[src/hdl/log_record_stream_checker_defines.svh]
// ----------------------------------------------------------------------------
// log record stream checker assertion macros
// same-cycle and next-cycle implication checks clocked on i_clk, off in reset
// ----------------------------------------------------------------------------
`ifndef LOG_RECORD_STREAM_CHECKER_DEFINES_SVH
`define LOG_RECORD_STREAM_CHECKER_DEFINES_SVH

`ifndef NO_ASSERTIONS

`define LRSC_ASSERT_SAME(label, ante, cons, msg) \
    label: assert property (@(posedge i_clk) disable iff (!i_rst_n) (ante) |-> (cons)) \
        else $error(msg);

`define LRSC_ASSERT_NEXT(label, ante, cons, msg) \
    label: assert property (@(posedge i_clk) disable iff (!i_rst_n) (ante) |=> (cons)) \
        else $error(msg);

`else

`define LRSC_ASSERT_SAME(label, ante, cons, msg)

`define LRSC_ASSERT_NEXT(label, ante, cons, msg)

`endif

`endif

[src/hdl/lrsc_pkg.sv]
// ----------------------------------------------------------------------------
// lrsc_pkg
// shared types, codes and the byte-wide crc-32 update for the record checker
// ----------------------------------------------------------------------------
package lrsc_pkg;

    localparam int HEADER_BYTES = 20;
    localparam int CRC_BYTES    = 4;

    localparam logic [31:0] CRC_POLY   = 32'hEDB8_8320;
    localparam logic [31:0] CRC_INIT   = 32'hFFFF_FFFF;
    localparam logic [31:0] CRC_XOROUT = 32'hFFFF_FFFF;

    typedef logic [1:0] t_status;
    localparam t_status ST_OK     = 2'd0;
    localparam t_status ST_MAGIC  = 2'd1;
    localparam t_status ST_LENGTH = 2'd2;
    localparam t_status ST_CRC    = 2'd3;

    typedef logic [0:0] t_cfg_index;
    localparam t_cfg_index CFG_RECORD_MAGIC = 1'b0;
    localparam t_cfg_index CFG_MAX_PAYLOAD  = 1'b1;

    localparam logic [15:0] MAX_PAYLOAD_RESET = 16'd65532;

    typedef struct packed {
        logic [31:0] record_magic;
        logic [15:0] max_payload;
    } t_cfg;

    typedef struct packed {
        logic [7:0] data_byte;
        logic       restart;
    } t_in_word;

    // reflected crc over one byte, lsb first
    function automatic logic [31:0] crc_byte(input logic [31:0] crc, input logic [7:0] b);
        logic [31:0] c;
        c = crc ^ {24'd0, b};
        for (int k = 0; k < 8; k++) begin
            c = c[0] ? ((c >> 1) ^ CRC_POLY) : (c >> 1);
        end
        return c;
    endfunction

endpackage

[src/hdl/lrsc_out_if.sv]
// ----------------------------------------------------------------------------
// lrsc_out_if
// result channel: one record verdict per word
// ----------------------------------------------------------------------------
interface lrsc_out_if;
    logic        valid;
    logic        ready;
    logic [1:0]  status;
    logic [31:0] record_offset;
    logic [63:0] stamp;
    logic [31:0] payload_length;
    logic [31:0] valid_records;

    modport source (output valid, output status, output record_offset, output stamp,
                    output payload_length, output valid_records, input ready);
    modport sink (input valid, input status, input record_offset, input stamp,
                  input payload_length, input valid_records, output ready);
endinterface

[src/hdl/lrsc_parser.sv]
// ----------------------------------------------------------------------------
// lrsc_parser
// record framing, field capture, crc check and the result register
// ----------------------------------------------------------------------------
`include "log_record_stream_checker_defines.svh"

module lrsc_parser
    import lrsc_pkg::*;
(
    input  logic        i_clk,
    input  logic        i_rst_n,
    input  t_cfg        i_cfg,
    input  logic        i_valid,
    input  t_in_word    i_word,
    output logic        o_take,
    lrsc_out_if.source  o_out
);

    typedef enum logic [1:0] {
        PH_HEADER,
        PH_PAYLOAD,
        PH_CRC,
        PH_STOP
    } t_phase;

    typedef logic [4:0] t_pos;

    localparam t_pos MAGIC_END   = 5'd4;
    localparam t_pos STAMP_END   = 5'd12;
    localparam t_pos LENGTH_END  = 5'd16;
    localparam t_pos HEADER_LAST = t_pos'(HEADER_BYTES - 1);
    localparam t_pos CRC_LAST    = t_pos'(CRC_BYTES - 1);

    t_phase      r_phase, n_phase, cur_phase;
    t_pos        r_pos, n_pos, cur_pos;
    logic [31:0] r_magic, n_magic;
    logic [63:0] r_stamp, n_stamp;
    logic [31:0] r_length, n_length;
    logic [15:0] r_left, n_left, cur_left, left_dec;
    logic [31:0] r_crc, n_crc, cur_crc;
    logic [31:0] r_stored, n_stored, cur_stored;
    logic [31:0] r_offset, n_offset, cur_offset;
    logic [31:0] r_start, n_start;
    logic [31:0] r_count, n_count, cur_count;

    logic        emit;
    t_status     emit_status;

    logic        r_out_valid;
    t_status     r_out_status;
    logic [31:0] r_out_offset;
    logic [63:0] r_out_stamp;
    logic [31:0] r_out_length;
    logic [31:0] r_out_count;

    logic [7:0]  b;

    assign b      = i_word.data_byte;
    assign o_take = i_valid && (!r_out_valid || o_out.ready);

    always_comb begin
        // restart clears framing before the byte is taken as header byte 0
        cur_phase  = r_phase;
        cur_pos    = r_pos;
        cur_left   = r_left;
        cur_crc    = r_crc;
        cur_stored = r_stored;
        cur_offset = r_offset;
        cur_count  = r_count;
        n_start    = r_start;
        if (i_word.restart) begin
            cur_phase  = PH_HEADER;
            cur_pos    = '0;
            cur_left   = '0;
            cur_crc    = CRC_INIT;
            cur_stored = '0;
            cur_offset = '0;
            cur_count  = '0;
            n_start    = '0;
        end

        n_phase     = cur_phase;
        n_pos       = cur_pos;
        n_left      = cur_left;
        n_crc       = cur_crc;
        n_stored    = cur_stored;
        n_count     = cur_count;
        n_magic     = r_magic;
        n_stamp     = r_stamp;
        n_length    = r_length;
        n_offset    = cur_offset + 32'd1;
        emit        = 1'b0;
        emit_status = ST_OK;
        left_dec    = (cur_left != 16'd0) ? (cur_left - 16'd1) : cur_left;

        unique case (cur_phase)
            PH_HEADER: begin
                n_crc = crc_byte(cur_crc, b);
                if (cur_pos == '0) begin
                    n_start = cur_offset;
                end
                if (cur_pos < MAGIC_END) begin
                    n_magic = {r_magic[23:0], b};
                end else if (cur_pos < STAMP_END) begin
                    n_stamp = {r_stamp[55:0], b};
                end else if (cur_pos < LENGTH_END) begin
                    n_length = {r_length[23:0], b};
                end
                if (cur_pos == HEADER_LAST) begin
                    n_pos = '0;
                    if (n_magic != i_cfg.record_magic) begin
                        emit        = 1'b1;
                        emit_status = ST_MAGIC;
                        n_phase     = PH_STOP;
                    end else if (n_length > {16'd0, i_cfg.max_payload}) begin
                        emit        = 1'b1;
                        emit_status = ST_LENGTH;
                        n_phase     = PH_STOP;
                    end else if (n_length == 32'd0) begin
                        n_phase = PH_CRC;
                    end else begin
                        n_left  = n_length[15:0];
                        n_phase = PH_PAYLOAD;
                    end
                end else begin
                    n_pos = cur_pos + 5'd1;
                end
            end
            PH_PAYLOAD: begin
                n_crc  = crc_byte(cur_crc, b);
                n_left = left_dec;
                if (left_dec == 16'd0) begin
                    n_pos   = '0;
                    n_phase = PH_CRC;
                end
            end
            PH_CRC: begin
                n_stored = {cur_stored[23:0], b};
                if (cur_pos == CRC_LAST) begin
                    emit = 1'b1;
                    if ((cur_crc ^ CRC_XOROUT) == n_stored) begin
                        emit_status = ST_OK;
                        if (cur_count != '1) begin
                            n_count = cur_count + 32'd1;
                        end
                        n_phase  = PH_HEADER;
                        n_pos    = '0;
                        n_crc    = CRC_INIT;
                        n_stored = '0;
                        n_left   = '0;
                    end else begin
                        emit_status = ST_CRC;
                        n_pos       = '0;
                        n_phase     = PH_STOP;
                    end
                end else begin
                    n_pos = cur_pos + 5'd1;
                end
            end
            PH_STOP: begin
            end
            default: begin
            end
        endcase
    end

    always_ff @(posedge i_clk) begin
        if (!i_rst_n) begin
            r_phase     <= PH_HEADER;
            r_pos       <= '0;
            r_crc       <= CRC_INIT;
            r_offset    <= '0;
            r_count     <= '0;
            r_start     <= '0;
            r_out_valid <= 1'b0;
        end else begin
            if (o_take) begin
                r_phase  <= n_phase;
                r_pos    <= n_pos;
                r_crc    <= n_crc;
                r_offset <= n_offset;
                r_count  <= n_count;
                r_start  <= n_start;
            end
            if (o_take && emit) begin
                r_out_valid <= 1'b1;
            end else if (o_out.ready) begin
                r_out_valid <= 1'b0;
            end
        end
        if (o_take) begin
            r_magic  <= n_magic;
            r_stamp  <= n_stamp;
            r_length <= n_length;
            r_left   <= n_left;
            r_stored <= n_stored;
        end
        if (o_take && emit) begin
            r_out_status <= emit_status;
            r_out_offset <= n_start;
            r_out_stamp  <= n_stamp;
            r_out_length <= n_length;
            r_out_count  <= n_count;
        end
    end

    assign o_out.valid          = r_out_valid;
    assign o_out.status         = r_out_status;
    assign o_out.record_offset  = r_out_offset;
    assign o_out.stamp          = r_out_stamp;
    assign o_out.payload_length = r_out_length;
    assign o_out.valid_records  = r_out_count;

    `LRSC_ASSERT_SAME(a_header_pos, r_phase == PH_HEADER, r_pos <= HEADER_LAST, "header position out of range")
    `LRSC_ASSERT_SAME(a_crc_pos, r_phase == PH_CRC, r_pos <= CRC_LAST, "crc position out of range")
    `LRSC_ASSERT_NEXT(a_stop_holds, (r_phase == PH_STOP) && !(o_take && i_word.restart), r_phase == PH_STOP, "left stop without restart")
    `LRSC_ASSERT_NEXT(a_count_step, o_take && emit && (emit_status == ST_OK) && !i_word.restart && (r_count != '1), r_count == $past(r_count) + 32'd1, "valid record not counted")
    `LRSC_ASSERT_NEXT(a_offset_step, o_take && !i_word.restart, r_offset == $past(r_offset) + 32'd1, "stream offset did not advance")

endmodule

[src/flat_wrapper.sv]
// flat-port wrapper written by rule: the top's interface ports become plain ports
module lrsc_parser_flat import lrsc_pkg::*;
  (i_clk, i_rst_n, i_cfg, i_valid, i_word, o_take, o_out_valid, o_out_status, o_out_record_offset, o_out_stamp, o_out_payload_length, o_out_valid_records, o_out_ready);
  lrsc_out_if o_out_i ();
  input  logic i_clk;
  input  logic i_rst_n;
  input  t_cfg i_cfg;
  input  logic i_valid;
  input  t_in_word i_word;
  output logic o_take;
  output wire logic [$bits(o_out_i.valid)-1:0] o_out_valid;
  output wire logic [$bits(o_out_i.status)-1:0] o_out_status;
  output wire logic [$bits(o_out_i.record_offset)-1:0] o_out_record_offset;
  output wire logic [$bits(o_out_i.stamp)-1:0] o_out_stamp;
  output wire logic [$bits(o_out_i.payload_length)-1:0] o_out_payload_length;
  output wire logic [$bits(o_out_i.valid_records)-1:0] o_out_valid_records;
  input wire logic [$bits(o_out_i.ready)-1:0] o_out_ready;
  assign o_out_valid = o_out_i.valid;
  assign o_out_status = o_out_i.status;
  assign o_out_record_offset = o_out_i.record_offset;
  assign o_out_stamp = o_out_i.stamp;
  assign o_out_payload_length = o_out_i.payload_length;
  assign o_out_valid_records = o_out_i.valid_records;
  assign o_out_i.ready = o_out_ready;
  lrsc_parser u_core (.i_clk(i_clk), .i_rst_n(i_rst_n), .i_cfg(i_cfg), .i_valid(i_valid), .i_word(i_word), .o_take(o_take), .o_out(o_out_i));
endmodule
[config.mk]
export PLATFORM = sky130hd
export DESIGN_NAME = lrsc_parser_flat
export DESIGN_NICKNAME = d
export VERILOG_FILES = /design/src/hdl/lrsc_pkg.sv /design/src/hdl/lrsc_out_if.sv /design/src/hdl/lrsc_parser.sv /design/src/flat_wrapper.sv
export VERILOG_INCLUDE_DIRS = /design/src /design/src/hdl
export SDC_FILE = /design/constraint.sdc
export NUM_CORES = 1
export LEC_CHECK = 0
export BUFFER_PORTS_ARGS = -buffer_cell sky130_fd_sc_hd__buf_2
export CAP_MARGIN = 20
export CORE_UTILIZATION = 40
export DETAILED_ROUTE_END_ITERATION = 16
export PLACE_DENSITY_LB_ADDON = 0.25
export SYNTH_ARGS = -nofsm -noshare
export SYNTH_HDL_FRONTEND = slang
export SYNTH_SLANG_ARGS = --single-unit
[constraint.sdc]
create_clock -name i_clk -period 14.74 [get_ports i_clk]
set_input_delay 1.474 -clock i_clk [delete_from_list [all_inputs] [get_ports i_clk]]
set_output_delay 1.474 -clock i_clk [all_outputs]
set_load 0.05 [all_outputs]
* Word-level counts from Yosys, hierarchy flattened
Cells that the tools add are included.
Word-level totals: flip-flop bits (word level) 466, bits of input ports 61, output and inout port bits 164, logic and storage cells 124
Cells by class: add/subtract/negate cells 4, magnitude comparators 4, equality and inequality tests 7, muxes and demuxes 70, bitwise operators 10, reductions and logical operators 12
Operators by type and width (count):
- $mux 32 | 27
- $mux 64 | 3
- $mux 16 | 8
- $not 13->14 | 8
- $mux 24 | 4
- $add 32x1->32 const B | 2
- $pmux 32 s2 | 1
- $pmux 16 s3 | 1
- $eq 32x32->1 | 1
- $gt 32x16->1 | 1
- $logic_not 32->1 | 1
- $ne 32x32->1 | 1
- $ne 32x32->1 const B | 1
- $not 32->32 | 1
- $xor 32x8->32 | 1
- $mux 2 | 12
- $mux 5 | 4
- $logic_not 16->1 | 1
- $reduce_bool 16->1 | 1
- $sub 16x1->16 const B | 1
- $pmux 5 s3 | 1
- $mux 1 | 6
- $pmux 2 s3 | 1
- $add 5x1->5 const B | 1
- 17 further kinds | 18

* Longest topological paths before layout
Gate-level depths: netlist (run 1).
depth after elaboration 19, depth in mapped cells 19, mapped depth without buffers 12

* Worst setup path after synthesis (run 1)
Ideal clock, no wire load.
path kind input to register, start input i_word[0] (netlist bit), end register u_core.r_out_length[0], in the netlist u_core.o_out.payload_length[0] (enable), setup time 0.737 ns, arrival time 11.837 ns, data required time 14.003 ns, path slack 2.166 ns, stages on the path 15, path buffers 6, cells stage by stage buf_6 > buf_6 > inv_1 > clkbuf_1 > clkbuf_1 > clkbuf_1 > clkbuf_1 > nand2_1 > inv_1 > ha_1 > nand2_1 > nor4_1 > nand2_1 > a21o_1 > a21oi_1
On the way: longest elaborated chain between the ends 12, elaborated cells between the ends (all ways) 23, those cells by class order compare (4); eq/ne (4); mux (13); reduce/logical (2)
Ends and longest elaborated chain:
- start, declared | RTL line flat_wrapper.sv:9 | input t_in_word i_word;
- $mux 5 | RTL line lrsc_parser.sv:71 | if (i_word.restart) begin
- $lt 5x5->1 | RTL line lrsc_parser.sv:106 | end else if (cur_pos < LENGTH_END) begin
- $mux 32 | RTL line lrsc_parser.sv:106
- $mux 32 | RTL line lrsc_parser.sv:104 | end else if (cur_pos < STAMP_END) begin
- $mux 32 | RTL line lrsc_parser.sv:102 | if (cur_pos < MAGIC_END) begin
- $mux 32 | RTL line lrsc_parser.sv:96 | unique case (cur_phase)
- $gt 32x16->1 | RTL line lrsc_parser.sv:115 | end else if (n_length > {16'd0, i_cfg.max_payload}) begin
- $mux 1 | RTL line lrsc_parser.sv:115
- $mux 1 | RTL line lrsc_parser.sv:111 | if (n_magic != i_cfg.record_magic) begin
- $mux 1 | RTL line lrsc_parser.sv:109 | if (cur_pos == HEADER_LAST) begin
- $pmux 1 s2 * | RTL line lrsc_parser.sv:96
- $logic_and 1x1->1 * | RTL line lrsc_parser.sv:198 | if (o_take && emit) begin
- end signal, assigned | RTL line lrsc_parser.sv:202 | r_out_length <= n_length;
- end, declared | RTL line lrsc_parser.sv:53 | logic [31:0] r_out_length;
Mark *: on every way between the ends. The rest lies on a longest branch, timed or not. The select of a mux whose other input is x is not followed. A chain may end at the register's enable or synchronous reset.

* Worst setup path after layout (run 1)
start input i_word[0] (netlist bit), end register u_core.r_count[10]
On the way: longest elaborated chain between the ends 6, elaborated cells between the ends (all ways) 15, those cells by class add/sub (1); eq/ne (4); mux (9); bitwise (1)
Ends and longest elaborated chain:
- $mux 32 | RTL line lrsc_parser.sv:71
- $add 32x1->32, or another cell as far along | RTL line lrsc_parser.sv:144 | n_count = cur_count + 32'd1;
- $mux 32 / $eq 32x32->1 (equally long branches) | RTL line lrsc_parser.sv:143, lrsc_parser.sv:141
- $mux 32 | RTL line lrsc_parser.sv:141 | if ((cur_crc ^ CRC_XOROUT) == n_stored) begin
- $mux 32 | RTL line lrsc_parser.sv:139 | if (cur_pos == CRC_LAST) begin
- $mux 32 * | RTL line lrsc_parser.sv:96
- end signal, assigned | RTL line lrsc_parser.sv:182 | r_count <= n_count;
- end, declared | RTL line lrsc_parser.sv:44 | logic [31:0] r_count, n_count, cur_count;
Mark *: on every way between the ends. The rest lies on a longest branch, timed or not.

==> flow_metrics.py, run 1 <==
metrics = {
    "clock_network": {
        "path_clk_slew_ps": 60,
        "post_cts_buffers": 0,
        "cts-htree-levels": 2,
        "cts_resized": 0,
        "insertion_delay_ps": 630,
        "clock_sinks": 466,
        "cts_hold_buf": 0,
        "tritoncts": "done",
        "cts_buffer_depth": 3,
        "numCtsBuffers": 53,
        "root_buffer": "clkbuf_16",
    },
    "detailed_routing": {
        "dr.pass1.iters": 5,
        "finalWirelength_mm": 62.3,
        "dr.first_iter.drc_count": 1523,
        "antenna_left": 0,
        "num_vias": 17700,
        "via_per_inst": 5.55,
        "drc": 0,
        "avgRoutedWirePerCell_um": 19.5,
    },
    "critical_path": {
        "crit_top_cell": "buf_4",
        "crit_buf_inv": 5,
        "crit_type": "input port to flop",
        "path_depth": 12,
        "critPathMaxFanout": 74,
        "arrival_ps": 6520,
        "critPathLaunchType": "input port",
        "critPathTopFamily": "buffers and inverters",
        "rr_worst_depth": 13,
        "crit_path_top_delay_cell": "nor2b_1",
        "max_stage_delay_ps": 750,
        "end_kind": "flop",
        "worst_ep_required_time_ps": 15280,
        "cp_cell_sequence": "clkbuf_8 -> buf_4 -> inv_1 -> buf_4 -> a31oi_1 -> o2111ai_1 -> nor4_4 -> buf_4 -> nor2b_1 -> nand4_1 -> or3_1 -> a21boi_0",
    },
    "yosys": {
        "syn_area_um2": 23500,
        "synth.ff_latch_count": 466,
        "synth_edf_count": 330,
        "syn_nets": 2308,
        "synth-main-ff-cell": "edfxtp_1",
        "syn_inst": 2223,
        "async_reset_ff_share_pct": 0,
        "synth_cell_types": 87,
        "avgSynthCellArea_um2": 10.6,
        "ys_seq_area_share_pct": 53.7,
        "yosysWarnings": 0,
    },
    "pwr": {
        "p_leak_nw": 9.23,
        "switching_power_w": 0.000847,
        "power_density_nw_per_um2": 122,
        "finalPower_w": 0.00329,
        "seqPwrFrac_pct": 46.1,
        "p_int_w": 0.00244,
        "p_sw_share_pct": 25.8,
        "irDropWorstVdd_v": 0.0000890,
        "power_frac_comb_pct": 11.9,
        "clock_power_share_pct": 42.0,
    },
    "timing": {
        "finalMaxSlewViolations": 0,
        "tns_ps": 0,
        "whs_ps": 464,
        "worst_slew_margin_rel_pct": 16.9,
        "setup_viol": 0,
        "rsz0062_at_grt": "false",
        "period_share_pct": 40.5,
        "skew_ps": 47.1,
        "worst_pin_slew_ps": 1250,
        "fmax_mhz": 167,
        "hold_viol_final": 0,
        "finalCriticalPeriod_ps": 5980,
    },
    "finish": {
        "drive_gt1_share_pct": 19.8,
        "seqCellArea_um2": 12600,
        "multi_input_area_um2": 10100,
        "layout_commonest_cell": "edfxtp_1",
        "final_cell_mix": "edfxtp_1 (330), nand2_1 (317), buf_2 (222), nor2_1 (150), dfxtp_1 (136)",
        "fillCellCount": 5358,
        "syn2layout_area_growth_pct": 15.0,
        "fin_util_pct": 46.7,
        "fin_nets": 2467,
    },
    "die": {
        "initial_utilization_pct": 40.6,
        "die_x_um": 244,
        "die_y_um": 244,
        "ios": 225,
        "dieArea_um2": 59700,
        "core_area_um2": 57900,
        "fp-row-count": 88,
    },
    "place": {
        "gp_congestion": 0.872,
        "dp_hpwl_mm": 40.3,
        "portBuffers": 224,
    },
    "worst_hold_path": {
        "hold_depth": 2,
        "hold_class": "flop to flop",
    },
    "job": {
        "drv_cap": 0,
    },
    "status": {
        "outcome": "finished clean",
    },
    "global_routing": {
        "antenna_found_initial": 1,
        "grt_overflow": 0,
        "grt_first_pass_wirelength_mm": 97.0,
        "grt.total_usage_pct": 20.4,
        "grt_pass1_vias": 16900,
        "grt_max_degree": 163,
    },
}
## area by class of cell
class / count / share of cell area [%]
repair buffers: 244 / 4.84
flip-flops and latches: 466 / 46.7
clock buffers: 63 / 5.08
well taps: 765 / 3.54
inverters: 49 / 0.699
clock inverters: 37 / 1.74
diodes: 1 / 0.00926
multi-input cells: 1568 / 37.4
## registers in the layout, indices dropped and copies added (netlist names), 24 cells and up
| name | flops |
|---|---|
| u_core.o_out.stamp | 64 |
| u_core.r_stamp | 64 |
| u_core.o_out.payload_length | 32 |
| u_core.o_out.record_offset | 32 |
| u_core.o_out.valid_records | 32 |
| u_core.r_count | 32 |
| u_core.r_crc | 32 |
| u_core.r_length | 32 |
| u_core.r_magic | 32 |
| u_core.r_offset | 32 |
| u_core.r_start | 32 |
| u_core.r_stored | 24 |
## metal layers
metal / global-route usage [%] / vias up / wire, um
met3: 3.61 / 98 / 3780
met4: 6.25 / 0 / 1510
met2: 32.9 / 570 / 29200
met5: 0 / - / 0
met1: 27.9 / 8648 / 27900
li1: - / 8420 / -
## Yosys cell counts (11+ instances only)
cell,instances,area (um^2)
o21ai_0,84,420
o211ai_1,32,240
clkbuf_1,93,349
dfxtp_1,136,2720
or4b_2,26,260
and3_1,26,163
edfxtp_1,330,9910
ha_1,24,300
or3_1,24,150
nor2_1,153,574
buf_2,16,80.1
a21oi_1,117,586
and2_1,24,150
nor3_1,24,120
a21boi_0,44,330
nor3b_1,33,248
xor2_1,59,517
nand3_1,43,215
buf_1,16,60.1
a31oi_1,31,194
nor2b_1,27,169
mux2_2,87,980
nand2_1,318,1190
nor4_1,30,188
xnor2_1,104,911
nand2b_1,31,194
mux2i_1,17,170
inv_1,49,184
a22oi_1,13,97.6
nand4_1,26,163
a21boi_1,11,82.6
o22ai_1,23,144
## worst register-to-register path, stage by stage, from the launching register on
cell	delay, ps
dfxtp_1	310
buf_4	330
and4bb_1	980
mux2i_1	490
inv_1	90
ha_1	300
nand4_1	150
nor4_1	450
nor3_1	80
o31ai_1	100
o211a_1	310
a21o_1	230
a21oi_4	80
buf_12	230
## worst paths after layout
kind                                          from                      to  slack, ps
worst max-delay path                     i_word[0]      u_core.r_count[10]       8760
worst min-delay path            u_core.r_start[19]      u_core.r_start[19]        460
worst max register to register     u_core.r_pos[3]  u_core.o_out.stamp[60]       9630
worst min register to register  u_core.r_start[19]      u_core.r_start[19]        460
## power by group through the flow
| stage | sequential [W] | combinational, W | clock (W) |
|---|---|---|---|
| 2_1_floorplan | 0.00152 | 0.000303 | 0 |
| 3_3_place_gp | 0.00154 | 0.000381 | 0 |
| 3_5_place_dp | 0.00154 | 0.000387 | 0 |
| 4_1_cts | 0.00151 | 0.000389 | 0.00142 |
| 5_1_grt | 0.00152 | 0.000431 | 0.00146 |
| 6_report | 0.00151 | 0.000391 | 0.00138 |
## cell families after synthesis
logic type,share of synthesized area [%]
and+or+nand+nor,17.8
DFF,53.7
AOI/OAI and AO/OA,12.3
buffers and inverters,3.49
xor gates and xnor gates,6.47
muxes,4.89
adders and majority gates,1.28
## metrics by stage
step / std cells / area (um^2) / setup WS, ps
final: 3193 / 27000 / 8760
after global routing: 3192 / 27000 / 8530
after CTS: 3192 / 27000 / 8940
after detailed placement: 3092 / 25200 / 8240
after global placement: 3092 / 25200 / 8320
after floorplan: 2223 / 23500 / 2170
No activity file was read; power rests on OpenSTA's default activity.
==> inputs of run 2 (changes only) <==
==> constraint.sdc (replaced) <==
create_clock -name i_clk -period 4.9 [get_ports i_clk]
set_input_delay 0.49 -clock i_clk [delete_from_list [all_inputs] [get_ports i_clk]]
set_output_delay 0.49 -clock i_clk [all_outputs]
set_load 0.05 [all_outputs]
==> run 2 against run 1 <==
Power grew to 3.0 times the previous value. Flip-flop and latch count is the same. Sequential power grew to 3.0 times the previous value. Worst hold slack worse by 170 ps. First-iteration DRC count decreased by 8.7%. Critical path type is now flop to flop. Largest power group unchanged. Highest routed layer unchanged.
==> flow_metrics.py, run 2 (same netlist as run 1, synthesis figures left out) <==
metrics = {
    "status": {
        "outcome": "finished clean",
    },
    "timing": {
        "period_share_pct": 88.2,
        "finalMaxSlewViolations": 0,
        "whs_ps": 292,
        "setup_viol": 0,
        "worst_pin_slew_ps": 1080,
        "finalCriticalPeriod_ps": 4320,
        "hold_viol_final": 0,
        "rsz0062_at_grt": "false",
        "skew_ps": 23.5,
        "worst_slew_margin_rel_pct": 27.0,
        "fin_ws_ps": 581,
        "fmax_mhz": 232,
    },
    "clock_network": {
        "tritoncts": "done",
        "cts-htree-levels": 2,
        "post_cts_buffers": 0,
        "cts_buffer_depth": 3,
        "root_buffer": "clkbuf_16",
        "insertion_delay_ps": 610,
        "clock_sinks": 466,
        "path_clk_slew_ps": 60,
        "numCtsBuffers": 52,
        "cts_hold_buf": 0,
        "cts_resized": 0,
    },
    "critical_path": {
        "crit_path_top_delay_cell": "or4b_4",
        "cp_cell_sequence": "and4bb_1 -> buf_4 -> mux2i_2 -> inv_1 -> ha_1 -> nand4_1 -> nor4_1 -> nor3_1 -> o31ai_1 -> o211ai_1 -> or4b_4 -> and4_4 -> or3_1",
        "arrival_ps": 4660,
        "max_stage_delay_ps": 680,
        "critPathLaunchType": "flop",
        "crit_buf_inv": 2,
        "critPathMaxFanout": 21,
        "critPathTopFamily": "simple AND/OR/NAND/NOR gates",
        "end_kind": "flop",
        "worst_ep_required_time_ps": 5240,
        "crit_type": "flop to flop",
    },
    "pwr": {
        "power_density_nw_per_um2": 363,
        "p_leak_nw": 9.39,
        "irDropWorstVdd_v": 0.000252,
    },
    "global_routing": {
        "grt_first_pass_wirelength_mm": 97.7,
        "use_met3_pct": 2.97,
        "grt_max_degree": 151,
        "busiest_layer": "met2",
        "grt.total_usage_pct": 20.7,
        "grt_pass1_vias": 17000,
        "antenna_found_initial": 0,
        "grtUsageMet1_pct": 27.6,
        "met2_usage_pct": 34.1,
        "grt_overflow": 0,
    },
    "job": {
        "drv_cap": 0,
    },
    "detailed_routing": {
        "via_per_inst": 5.52,
        "antenna_left": 0,
        "drc": 0,
        "dr.pass1.iters": 6,
        "num_vias": 17700,
        "finalWirelength_mm": 63.2,
        "dr.first_iter.drc_count": 1390,
        "avgRoutedWirePerCell_um": 19.7,
    },
    "die": {
        "core_area_um2": 57900,
        "die_y_um": 244,
        "fp-row-count": 88,
        "initial_utilization_pct": 40.6,
        "die_x_um": 244,
        "dieArea_um2": 59700,
        "ios": 225,
    },
    "finish": {
        "syn2layout_area_growth_pct": 16.2,
        "stdcell_area_um2": 27300,
        "fin_nets": 2491,
        "fillCellCount": 5356,
        "final_cell_mix": "edfxtp_1 (330), nand2_1 (317), buf_2 (222), nor2_1 (150), dfxtp_1 (136)",
        "layout_commonest_cell": "edfxtp_1",
        "fin_util_pct": 47.2,
        "drive_gt1_share_pct": 20.9,
    },
    "place": {
        "dpl_cell_area_um2": 25500,
        "portBuffers": 224,
        "post-place-ws_ps": 374,
        "gp_congestion": 0.914,
        "dp_hpwl_mm": 41.8,
    },
    "worst_hold_path": {
        "hold_class": "input port to flop",
    },
}
==> run 2: layout make-up <==
class | instances | area [um^2] | share of cell area, %
Inverter | 49 | 189 | 0.692
Clock buffer | 69 | 1460 | 5.34
Timing Repair Buffer | 269 | 1530 | 5.61
Antenna cell | 1 | 2.50 | 0.00916
Sequential cell | 466 | 12600 | 46.3
Multi-Input combinational cell | 1568 | 10200 | 37.2
Tap cell | 765 | 957 | 3.50
Clock inverter | 29 | 375 | 1.37
==> run 2: worst register-to-register path, delay by kind of cell, from the launching register on <==
| kind | cells | cell delay, ps |
|---|---|---|
| AOI/OAI and AO/OA | 2 | 350 |
| adders and majority gates | 1 | 310 |
| buffers and inverters | 2 | 400 |
| DFF | 1 | 310 |
| muxes | 1 | 400 |
| and+or+nand+nor | 7 | 2280 |
==> run 2: per-layer routing <==
metal,wire length (um),vias to the layer above
li1,-,8468
met1,28000,8623
met2,30200,530
met3,2990,116
met4,2040,0
met5,0,-
==> run 2: power by group <==
part           switching, W  leakage [nW]  internal [W]  total (W)
Combinational      0.000690          4.42      0.000512    0.00120
Clock               0.00163         0.899       0.00252    0.00416
Sequential         0.000168          4.08       0.00438    0.00455
Total               0.00249          9.39       0.00742    0.00991
==> run 2: final timing paths <==
kind / cells past startpoint / to / start / slack [ps]
setup / recovery: 13 / u_core.r_left[2] / u_core.r_pos[4] / 580
hold / removal: 3 / u_core.o_out.valid / o_out_ready / 290
setup reg to reg: 13 / u_core.r_left[2] / u_core.r_pos[4] / 580
hold reg to reg: 2 / u_core.r_start[13] / u_core.r_start[13] / 460
==> run 2: stage by stage <==
stage	total power, W	TNS [ps]	cells
floorplan	0.00547	-141940	2223
global placement	0.00581	0	3117
detailed placement	0.00582	0	3117
CTS	0.0100	0	3215
global route	0.0103	0	3215
finish	0.00991	0	3216
